File: src/rtl/kwm_pkg.sv
package kwm_pkg;

	localparam int WAY_W = 3;
	localparam int KEY_W = 32;
	localparam int PAY_W = 32;
	localparam int CFG_W = 4;

	typedef struct packed {
		logic [WAY_W-1:0] way_index;
		logic [KEY_W-1:0] tuple_key;
		logic [PAY_W-1:0] tuple_payload;
		logic             run_exhausted;
	} in_item_t;

	typedef struct packed {
		logic [WAY_W-1:0] out_way;
		logic [KEY_W-1:0] out_key;
		logic [PAY_W-1:0] out_payload;
		logic             merge_done;
	} out_item_t;

	// controller to datapath
	typedef struct packed {
		logic capture;
		logic step;
		logic insert;
		logic emit;
	} kwm_cmd_t;

	// datapath to controller
	typedef struct packed {
		logic in_gone;
		logic way_match;
		logic search_done;
		logic list_empty;
		logic out_busy;
	} kwm_sts_t;

endpackage

File: src/rtl/kwm_ctrl.sv
module kwm_ctrl import kwm_pkg::*; #(
	parameter int WAYS = 8
) (
	input  logic             clk,
	input  logic             arst_n,
	input  logic             cfg_wr_en,
	input  logic [CFG_W-1:0] cfg_wr_data,
	input  logic             in_valid,
	output logic             in_stall,
	input  kwm_sts_t         sts,
	output kwm_cmd_t         cmd
);

	localparam logic [CFG_W-1:0] WAYS_SAT = (WAYS > 15) ? CFG_W'(15) : CFG_W'(WAYS);
	localparam logic [CFG_W-1:0] LOAD_MAX = CFG_W'(15);

	typedef enum logic [2:0] {
		ST_IDLE   = 3'b001,
		ST_SEARCH = 3'b010,
		ST_EMIT   = 3'b100
	} state_t;

	state_t           state_q, state_d;
	logic [CFG_W-1:0] active_ways_q;
	logic [CFG_W-1:0] loaded_q, loaded_d;
	logic             phase_q, phase_d;
	logic             emit_after_q, emit_after_d;
	logic [CFG_W-1:0] need;
	logic [CFG_W-1:0] loaded_nx;
	logic             finish;

	// effective number of ways, clamped to 1..WAYS, and to 15 at most
	always_comb begin
		if (active_ways_q == '0) begin
			need = CFG_W'(1);
		end else if (active_ways_q > WAYS_SAT) begin
			need = WAYS_SAT;
		end else begin
			need = active_ways_q;
		end
	end

	assign loaded_nx = (loaded_q == LOAD_MAX) ? loaded_q : loaded_q + CFG_W'(1);
	assign finish    = (loaded_nx >= need);
	assign in_stall  = (state_q != ST_IDLE);

	always_comb begin
		state_d      = state_q;
		loaded_d     = loaded_q;
		phase_d      = phase_q;
		emit_after_d = emit_after_q;
		cmd          = '0;
		unique case (state_q)
			ST_IDLE: begin
				if (in_valid) begin
					cmd.capture = 1'b1;
					if (!phase_q) begin
						loaded_d = loaded_nx;
						if (!sts.in_gone) begin
							state_d      = ST_SEARCH;
							emit_after_d = finish;
						end else if (finish) begin
							state_d = ST_EMIT;
						end
					end else if (sts.way_match) begin
						if (!sts.in_gone) begin
							state_d      = ST_SEARCH;
							emit_after_d = 1'b1;
						end else begin
							state_d = ST_EMIT;
						end
					end
				end
			end
			ST_SEARCH: begin
				if (sts.search_done) begin
					cmd.insert = 1'b1;
					state_d    = emit_after_q ? ST_EMIT : ST_IDLE;
				end else begin
					cmd.step = 1'b1;
				end
			end
			ST_EMIT: begin
				if (!sts.out_busy) begin
					cmd.emit = 1'b1;
					state_d  = ST_IDLE;
					if (sts.list_empty) begin
						phase_d  = 1'b0;
						loaded_d = '0;
					end else begin
						phase_d = 1'b1;
					end
				end
			end
			default: begin
				state_d = ST_IDLE;
			end
		endcase
	end

	always_ff @(posedge clk or negedge arst_n) begin
		if (!arst_n) begin
			state_q       <= ST_IDLE;
			active_ways_q <= CFG_W'(8);
			loaded_q      <= '0;
			phase_q       <= 1'b0;
			emit_after_q  <= 1'b0;
		end else begin
			state_q      <= state_d;
			loaded_q     <= loaded_d;
			phase_q      <= phase_d;
			emit_after_q <= emit_after_d;
			if (cfg_wr_en) begin
				active_ways_q <= cfg_wr_data;
			end
		end
	end

endmodule

File: src/rtl/kwm_dpath.sv
module kwm_dpath import kwm_pkg::*; #(
	parameter int WAYS         = 8,
	parameter int KEY_BITS     = 32,
	parameter int PAYLOAD_BITS = 32
) (
	input  logic      clk,
	input  logic      arst_n,
	input  in_item_t  in_data,
	output logic      out_valid,
	input  logic      out_stall,
	output out_item_t out_data,
	input  kwm_cmd_t  cmd,
	output kwm_sts_t  sts
);

	localparam int KW = (KEY_BITS < KEY_W) ? KEY_BITS : KEY_W;
	localparam int PW = (PAYLOAD_BITS < PAY_W) ? PAYLOAD_BITS : PAY_W;
	localparam int IW = $clog2(WAYS);
	localparam int LW = $clog2(WAYS + 1);

	typedef struct packed {
		logic [KW-1:0]    key;
		logic [PW-1:0]    pay;
		logic [WAY_W-1:0] way;
	} entry_t;

	entry_t           list_q [WAYS];
	entry_t           item_q;
	entry_t           probe;
	logic [LW-1:0]    len_q;
	logic [LW-1:0]    pos_q;
	logic [WAY_W-1:0] awaited_q;
	logic             full;
	logic             out_valid_q;
	out_item_t        out_data_q;

	assign full  = (len_q == LW'(WAYS));
	assign probe = list_q[pos_q[IW-1:0]];

	assign sts.in_gone     = in_data.run_exhausted;
	assign sts.way_match   = (in_data.way_index == awaited_q);
	// new head goes before equal keys, so the walk stops at the first key not below it
	assign sts.search_done = full || (pos_q >= len_q) || !(probe.key < item_q.key);
	assign sts.list_empty  = (len_q == '0);
	assign sts.out_busy    = out_valid_q && out_stall;

	assign out_valid = out_valid_q;
	assign out_data  = out_data_q;

	// item register and list cells
	always_ff @(posedge clk) begin
		if (cmd.capture) begin
			item_q.key <= KW'(in_data.tuple_key);
			item_q.pay <= PW'(in_data.tuple_payload);
			item_q.way <= in_data.way_index;
		end
		if (cmd.insert && !full) begin
			for (int k = 0; k < WAYS; k++) begin
				if (LW'(k) == pos_q) begin
					list_q[k] <= item_q;
				end else if (k > 0 && LW'(k) > pos_q && LW'(k) <= len_q) begin
					list_q[k] <= list_q[(k > 0) ? k - 1 : 0];
				end
			end
		end else if (cmd.emit) begin
			for (int k = 0; k < WAYS - 1; k++) begin
				list_q[k] <= list_q[k + 1];
			end
		end
		if (cmd.emit) begin
			if (len_q == '0) begin
				out_data_q.out_way     <= '0;
				out_data_q.out_key     <= '0;
				out_data_q.out_payload <= '0;
				out_data_q.merge_done  <= 1'b1;
			end else begin
				out_data_q.out_way     <= list_q[0].way;
				out_data_q.out_key     <= KEY_W'(list_q[0].key);
				out_data_q.out_payload <= PAY_W'(list_q[0].pay);
				out_data_q.merge_done  <= 1'b0;
			end
		end
	end

	always_ff @(posedge clk or negedge arst_n) begin
		if (!arst_n) begin
			len_q       <= '0;
			pos_q       <= '0;
			awaited_q   <= '0;
			out_valid_q <= 1'b0;
		end else begin
			if (cmd.capture) begin
				pos_q <= '0;
			end else if (cmd.step) begin
				pos_q <= pos_q + LW'(1);
			end
			if (cmd.insert && !full) begin
				len_q <= len_q + LW'(1);
			end else if (cmd.emit && len_q != '0) begin
				len_q <= len_q - LW'(1);
			end
			if (cmd.emit) begin
				awaited_q <= (len_q == '0) ? '0 : list_q[0].way;
			end
			if (cmd.emit) begin
				out_valid_q <= 1'b1;
			end else if (!out_stall) begin
				out_valid_q <= 1'b0;
			end
		end
	end

endmodule

File: src/rtl/k_way_sorted_run_merge_core.sv
// channel   direction  handshake             payload
// in        input      in_valid / in_stall   in_data (in_item_t)
// out       output     out_valid / out_stall out_data (out_item_t)
// cfg       input      cfg_wr_en             cfg_wr_data (active_ways)
//
// a request is accepted, then walks the list to its insert position with the single
// key comparator and is inserted; once the start phase has its heads it also emits
// a request that inserts nothing skips the walk; a wrong-way refill is only captured
// reset is asynchronous: list empty, start phase, active_ways back to 8
// the result waits in an output register, so the next request is taken while it
// stalls; only a second emit waits for the register to drain
module k_way_sorted_run_merge_core import kwm_pkg::*; #(
	parameter int WAYS         = 8,
	parameter int KEY_BITS     = 32,
	parameter int PAYLOAD_BITS = 32
) (
	input  logic             clk,
	input  logic             arst_n,
	input  logic             cfg_wr_en,
	input  logic [CFG_W-1:0] cfg_wr_data,
	input  logic             in_valid,
	output logic             in_stall,
	input  in_item_t         in_data,
	output logic             out_valid,
	input  logic             out_stall,
	output out_item_t        out_data
);

	kwm_cmd_t cmd;
	kwm_sts_t sts;

	// sequencer: start phase loading, walk, emit, end of job
	kwm_ctrl #(
		.WAYS (WAYS)
	) u_ctrl (
		.clk         (clk),
		.arst_n      (arst_n),
		.cfg_wr_en   (cfg_wr_en),
		.cfg_wr_data (cfg_wr_data),
		.in_valid    (in_valid),
		.in_stall    (in_stall),
		.sts         (sts),
		.cmd         (cmd)
	);

	// sorted list cells, walk pointer, awaited way and output register
	kwm_dpath #(
		.WAYS         (WAYS),
		.KEY_BITS     (KEY_BITS),
		.PAYLOAD_BITS (PAYLOAD_BITS)
	) u_dpath (
		.clk       (clk),
		.arst_n    (arst_n),
		.in_data   (in_data),
		.out_valid (out_valid),
		.out_stall (out_stall),
		.out_data  (out_data),
		.cmd       (cmd),
		.sts       (sts)
	);

	// an emit never overwrites a result that is still waiting
	a_emit_no_overwrite: assert property (@(posedge clk) disable iff (!arst_n)
		cmd.emit |-> !sts.out_busy)
		else $error("emit while output register is stalled");

	// every accepted request is captured by the datapath
	a_capture_on_accept: assert property (@(posedge clk) disable iff (!arst_n)
		(in_valid && !in_stall) |-> cmd.capture)
		else $error("accepted request not captured");

	// a result only appears after an emit command
	a_valid_from_emit: assert property (@(posedge clk) disable iff (!arst_n)
		$rose(out_valid) |-> $past(cmd.emit))
		else $error("result without emit");

	// walking and accepting never overlap
	a_walk_busy: assert property (@(posedge clk) disable iff (!arst_n)
		(cmd.step || cmd.insert) |-> in_stall)
		else $error("list walk while accepting requests");

endmodule

File: config.mk
export PLATFORM = sky130hd
export DESIGN_NAME = k_way_sorted_run_merge_core
export DESIGN_NICKNAME = d
export VERILOG_FILES = /design/src/rtl/kwm_pkg.sv /design/src/rtl/kwm_ctrl.sv /design/src/rtl/kwm_dpath.sv /design/src/rtl/k_way_sorted_run_merge_core.sv
export SDC_FILE = /design/constraint.sdc
export NUM_CORES = 1
export LEC_CHECK = 0
export ABC_AREA = 1
export BUFFER_PORTS_ARGS = -buffer_cell sky130_fd_sc_hd__buf_4
export CAP_MARGIN = 15
export CORE_MARGIN = 1
export CORE_UTILIZATION = 40
export DETAILED_ROUTE_END_ITERATION = 10
export GPL_ROUTABILITY_DRIVEN = 0
export PLACE_DENSITY = 0.61
export RECOVER_POWER = 50
export SYNTH_ARGS = -nofsm -noshare
export SYNTH_HDL_FRONTEND = slang
export SYNTH_HIERARCHICAL = 1
export SYNTH_SLANG_ARGS = --single-unit
File: constraint.sdc
create_clock -name clk -period 21.2 [get_ports clk]
set_input_delay 3.18 -clock clk [delete_from_list [all_inputs] [get_ports clk]]
set_output_delay 3.18 -clock clk [all_outputs]
set_load 0.01 [all_outputs]
# Word-level counts from Yosys, hierarchy flattened
# Memory sizes are Yosys's and may differ from the RTL's.
# Index checks and enable logic that the tools add are counted.
# classes
add_sub_neg	4
magnitude_cmp	18
eq_ne	25
mux	107
n_bitwise	15
n_reduce_logical	25
# ops
op	count
67-bit 2-to-1 mux	14
1-bit 2-to-1 mux	69
4-bit 2-to-1 mux	11
32-bit less-than comparator	1
3-bit 2-to-1 mux	10
3-bit by 4-bit == test with 1-bit output, first input constant	4
3-bit by 4-bit greater-than comparator with 1-bit output, first input constant	4
3-bit by 4-bit less-or-equal comparator with 1-bit output, first input constant	4
5-bit AND reduction	3
2-bit != test, second input constant	7
1-bit bitwise OR	14
4-bit by 1-bit adder with 4-bit output, second input constant	3
4-bit zero test	3
1-bit logical AND	10
3-bit case mux with 3 select lines	1
2-bit by 4-bit == test with 1-bit output, first input constant	2
4-bit == test, second input constant	2
4-bit greater-or-equal comparator	2
2-bit by 4-bit greater-than comparator with 1-bit output, first input constant	2
2-bit by 4-bit less-or-equal comparator with 1-bit output, first input constant	2
4-bit case mux with 2 select lines	1
2-bit nonzero test	3
1-bit by 4-bit == test with 1-bit output, first input constant	1
1-bit by 4-bit greater-than comparator with 1-bit output, first input constant	1
17 further kinds	20
# word_totals
regBits	160
ram_bits	536
input_bits	77
output_inout_bits	70
elab_cells	211
n_memories	1
# mem_list
name	depth	width	read_ports	rd_ports_with_merged_regs	wr	line_no	text
u_dpath.list_q	8	67	9	0	8	kwm_dpath.sv:27	entry_t list_q [WAYS];

# Longest topological paths before layout
# An unclocked memory read counts as a cell.
# depth
word_depth	11
depth_mapped	31
ltp_nobuf	26

# Cells and area by module
# The synthesis kept the hierarchy.
# by_module_without_submodules
mod	instances	cells_each	area_each_um2
kwm_dpath	1	3431	33429.6
kwm_ctrl	1	115	865.8

# Least setup slack after synthesis
# OpenSTA, ideal clock, no wires.
# synth_timing
path_kind	reg2reg
from	register u_dpath.pos_q[0]
to	memory u_dpath/list_q[2][0] in the netlist's numbering, enable pin
setup_time_ns	0.722
arrival_ns	10.791
required_ns	20.478
slack_ns	9.687
path_stages_with_launch	20
path_buffers	3
synth_period_minus_slack_ns	11.513
cell_sequence	dfrtp_1 > buf_2 > inv_2 > clkbuf_1 > clkbuf_1 > nand2_1 > a221oi_1 > a31oi_1 > ha_1 > nand2_1 > inv_1 > nand3_1 > or3_1 > nor4_1 > nand2_1 > nand2_1 > inv_1 > nor2_1 > nand2_4 > o311ai_0
# synth_lines
element	line_no	text
from (decl)	kwm_dpath.sv:31	logic [LW-1:0] pos_q;
from (signal assigned)	kwm_dpath.sv:95	pos_q <= pos_q + LW'(1);
to (decl)	kwm_dpath.sv:27	

==> results.yml <==
power_and_ir_drop:
  pwr-share-clk: 0.282
  leakagePower_nw: 14.6
  p_per_area_nw_per_um2: 129
  internal_power_mw: 3.24
  seqPwrFrac: 0.442
  vdd.ir_drop.worst_mv: 0.0628
  p_comb_frac: 0.276
  switchingPower_mw: 1.73
  power_mw: 4.97
  swShare: 0.349
clocking:
  cts_max_level: 3
  postCtsHoldBufs: 0
  cts.clk_slew.worst_paths_ns: 0.06
  cts_resized: 0
  clkSinkCount: 696
  post_cts_buffers: 0
  insertion_delay_ns: 0.65
  clockBufferDepth: 3
  cts_tree: "built"
  cts-root-buf: "clkbuf_16"
  cts_buffers: 79
yosys:
  syn_area_um2: 34300
  netlist_top_cells_area: "edfxtp_1 (59%), nand2_1 (9.3%), o21ai_0 (6.2%), a21oi_1 (4.6%), inv_1 (3.6%)"
  synth_edf_count: 671
  yosys_warnings: 6
  synthAdderAreaFrac: 0.0171
  synth_compound_area_frac: 0.179
  seq_area_frac_synth: 0.606
  ys_ff_latch: 696
  synthMuxAreaShare: 0.000328
  syn_area_per_cell_um2: 9.67
  synth-simple-area-share: 0.127
  synth_top_family_by_area: "compound AO/OA/AOI/OAI gates"
  ys.flop_type: "edfxtp_1"
  synth_nets: 3670
  synth-xor-area-share: 0.00179
  async_flop_share: 0.0359
  yosysTopAreaCell: "edfxtp_1"
  syn_inst: 3546
  synthMostInstantiatedCell: "nand2_1"
  synthDistinctLibCells: 49
  synth_top_cell_area_share: 0.588
  synthTopCellsByCount: "nand2_1 (853), edfxtp_1 (671), o21ai_0 (423)"
route:
  drc: 2
  drtPass1Iterations: 9
  vias_per_cell: 5.57
  wirelength_um: 97200
  first_iter_violations: 2748
  via_count: 26600
  antenna_left: 0
  wl_per_cell_um: 20.3
cells_and_area:
  n_antenna_cell: 0
  drive_gt1_frac: 0.0665
  layout.nets: 3699
  area_growth_pct: 11.9
setup_path:
  worst_path_most_repeated_cell: "nand2_1"
  worstPathRequired_ns: 21.45
  cpPeakStageDelay_ns: 2.38
  critPathKind: "reg -> reg"
  start_kind: "register"
  path_cells: "clkinvlp_2 > clkbuf_1 > nand2_1 > o21ai_0 > a221oi_1 > a31oi_1 > ha_1 > nand2_1 > o21ai_0 > nand3_1 > nand2_1 > nand2_1 > a21oi_1 > nor4_1 > nand2_1 > inv_1 > nor2_1 > nand2_1 > inv_1 > nand3_1 > o211ai_1 > clkbuf_1 > buf_4"
  critPathArrivalTime_ns: 13.50
  cp_slowest_cell: "clkinvlp_2"
  crit_path_max_fanout: 96
  cp-end-kind: "register"
grt:
  grt_start_max_net_pins: 194
  grt_usage: 0.222
  overflow: 0
  grt_pass1_wl_um: 150000
  grt_pass1_vias: 25500
  antenna_found_initial: 0
die:
  die_w_um: 295
  ios: 147
  rows: 107
  start_util: 0.403
  dieArea_um2: 86900
  coreArea_um2: 85000
  die_y_um: 295
sta:
  slew_headroom: -2.29
  rsz0062_at_grt: "false"
  setup_viol: 0
  fmax_mhz: 75.5
  slew_violations: 862
  tns_ns: 0
  finalClockSkew_ns: 0.0416
  worst_slew_pin_slew_ns: 4.93
  min_period_ns: 13.25
  period_share: 0.625
  finalHoldViolations: 0
status:
  violations: "DRC, capacitance limit, slew limit"
  status: "finished with violations"
hold_path:
  worstHoldPathType: "reg -> reg"
place:
  dp_hpwl_um: 54000
  io_buffers: 146
run:
  drv_cap: 18
==> placed cells by master (no fill, tap or decap), drive strengths merged <==
cell | Yosys | final
o21a | 3 | 3
or3 | 1 | 1
o22ai | 2 | 2
a21oi | 313 | 313
nor2 | 205 | 205
edfxtp | 671 | 671
a21boi | 1 | 1
inv | 347 | 347
a211oi | 4 | 4
nand3 | 29 | 29
nand2 | 857 | 857
a221oi | 31 | 31
o21ai | 538 | 538
nor4 | 4 | 4
o2111ai | 1 | 1
bufinv | 0 | 10
nand4 | 3 | 3
clkinvlp | 0 | 6
buf | 103 | 32
mux2 | 1 | 1
nor3 | 10 | 10
a31oi | 68 | 68
clkbuf | 133 | 243
a311oi | 1 | 1
o311ai | 1 | 1
clkinv | 1 | 39
dfrtp | 23 | 23
or2 | 1 | 1
o211ai | 105 | 105
dfstp | 2 | 2
xor2 | 7 | 7
o221a | 1 | 1
ha | 47 | 47
o221ai | 32 | 32
==> per-stage QoR <==
stage          std cells  cell area (µm²)  setup WS, ns  hold WS [ns]   util
3_5_place_dp        4638            36200         13.55         0.487  0.426
4_1_cts             4783            38900         13.53         0.503  0.457
5_1_grt             4783            38400          6.84         0.515  0.451
2_1_floorplan       3546            34300          9.69         0.468      -
3_3_place_gp        4638            36200         13.69         0.484  0.426
6_report            4783            38400          7.95         0.502  0.451
==> flip-flops by register name, summed over array words and instances (netlist names) <==
signal,count
u_ctrl/phase_q,1
u_dpath/len_q,4
u_dpath/list_q,536
u_ctrl/state_q,3
u_ctrl/emit_after_q,1
u_dpath/awaited_q,3
u_dpath/pos_q,4
u_dpath/out_valid,1
u_dpath/item_q,67
u_dpath/out_data,68
u_ctrl/loaded_q,4
u_ctrl/active_ways_q,4
==> routing by layer <==
| metal | GRT usage | up-vias | wire length [µm] |
|---|---|---|---|
| met5 | 0 | - | 0 |
| met4 | 0.0568 | 0 | 2310 |
| met1 | 0.314 | 12900 | 42800 |
| met2 | 0.355 | 1133 | 44600 |
| li1 | - | 12500 | - |
| met3 | 0.0361 | 147 | 7450 |
==> logic make-up after synthesis <==
kind of cell | Yosys count
adder cells (fa/ha/maj) | 47
AND/OR/NAND/NOR | 1110
flip-flops | 696
XOR/XNOR | 7
buffers and inverters | 584
multiplexers | 1
AO/OA/AOI/OAI | 1101
==> final timing paths <==
check | startpoint | cells past startpoint | slack (ns) | endpoint
max reg2reg | u_dpath/pos_q[0] | 23 | 7.95 | u_dpath/list_q[4][16]
min in group asynchronous | arst_n | 1 | 2.96 | u_ctrl/emit_after_q
min | u_dpath/awaited_q[0] | 2 | 0.50 | u_dpath/awaited_q[0]
max in group asynchronous | arst_n | 1 | 17.07 | u_dpath/pos_q[1]
max | u_dpath/pos_q[0] | 23 | 7.95 | u_dpath/list_q[4][16]
min reg2reg | u_dpath/awaited_q[0] | 2 | 0.50 | u_dpath/awaited_q[0]
==> worst max-delay path: cells and delay by family, from the launching register on <==
kind                       cells  cell delay, ns
buffers and inverters          6            6.58
and+or+nand+nor               10            3.04
AOI/OAI and AO/OA              6            1.57
DFF                            1            1.23
adders and majority gates      1            0.34
==> cell type report <==
class / count / area (µm²)
tap: 1144 / 1430
fill: 8129 / 46600
multi-input combinational: 2266 / 11100
timing repair buffer: 184 / 1050
clock buffer: 91 / 2020
sequential: 696 / 20800
inverter: 348 / 1320
clock inverter: 54 / 617
==> power groups by stage <==
stage | registers [mW] | logic, mW | clock network [mW]
after floorplan | 2.18 | 0.945 | 0
after global placement | 2.21 | 1.37 | 0
after detailed placement | 2.21 | 1.39 | 0
after CTS | 2.19 | 1.40 | 1.43
after global routing | 2.23 | 1.55 | 1.48
final | 2.19 | 1.37 | 1.40
No activity file was read; power rests on OpenSTA's default activity.
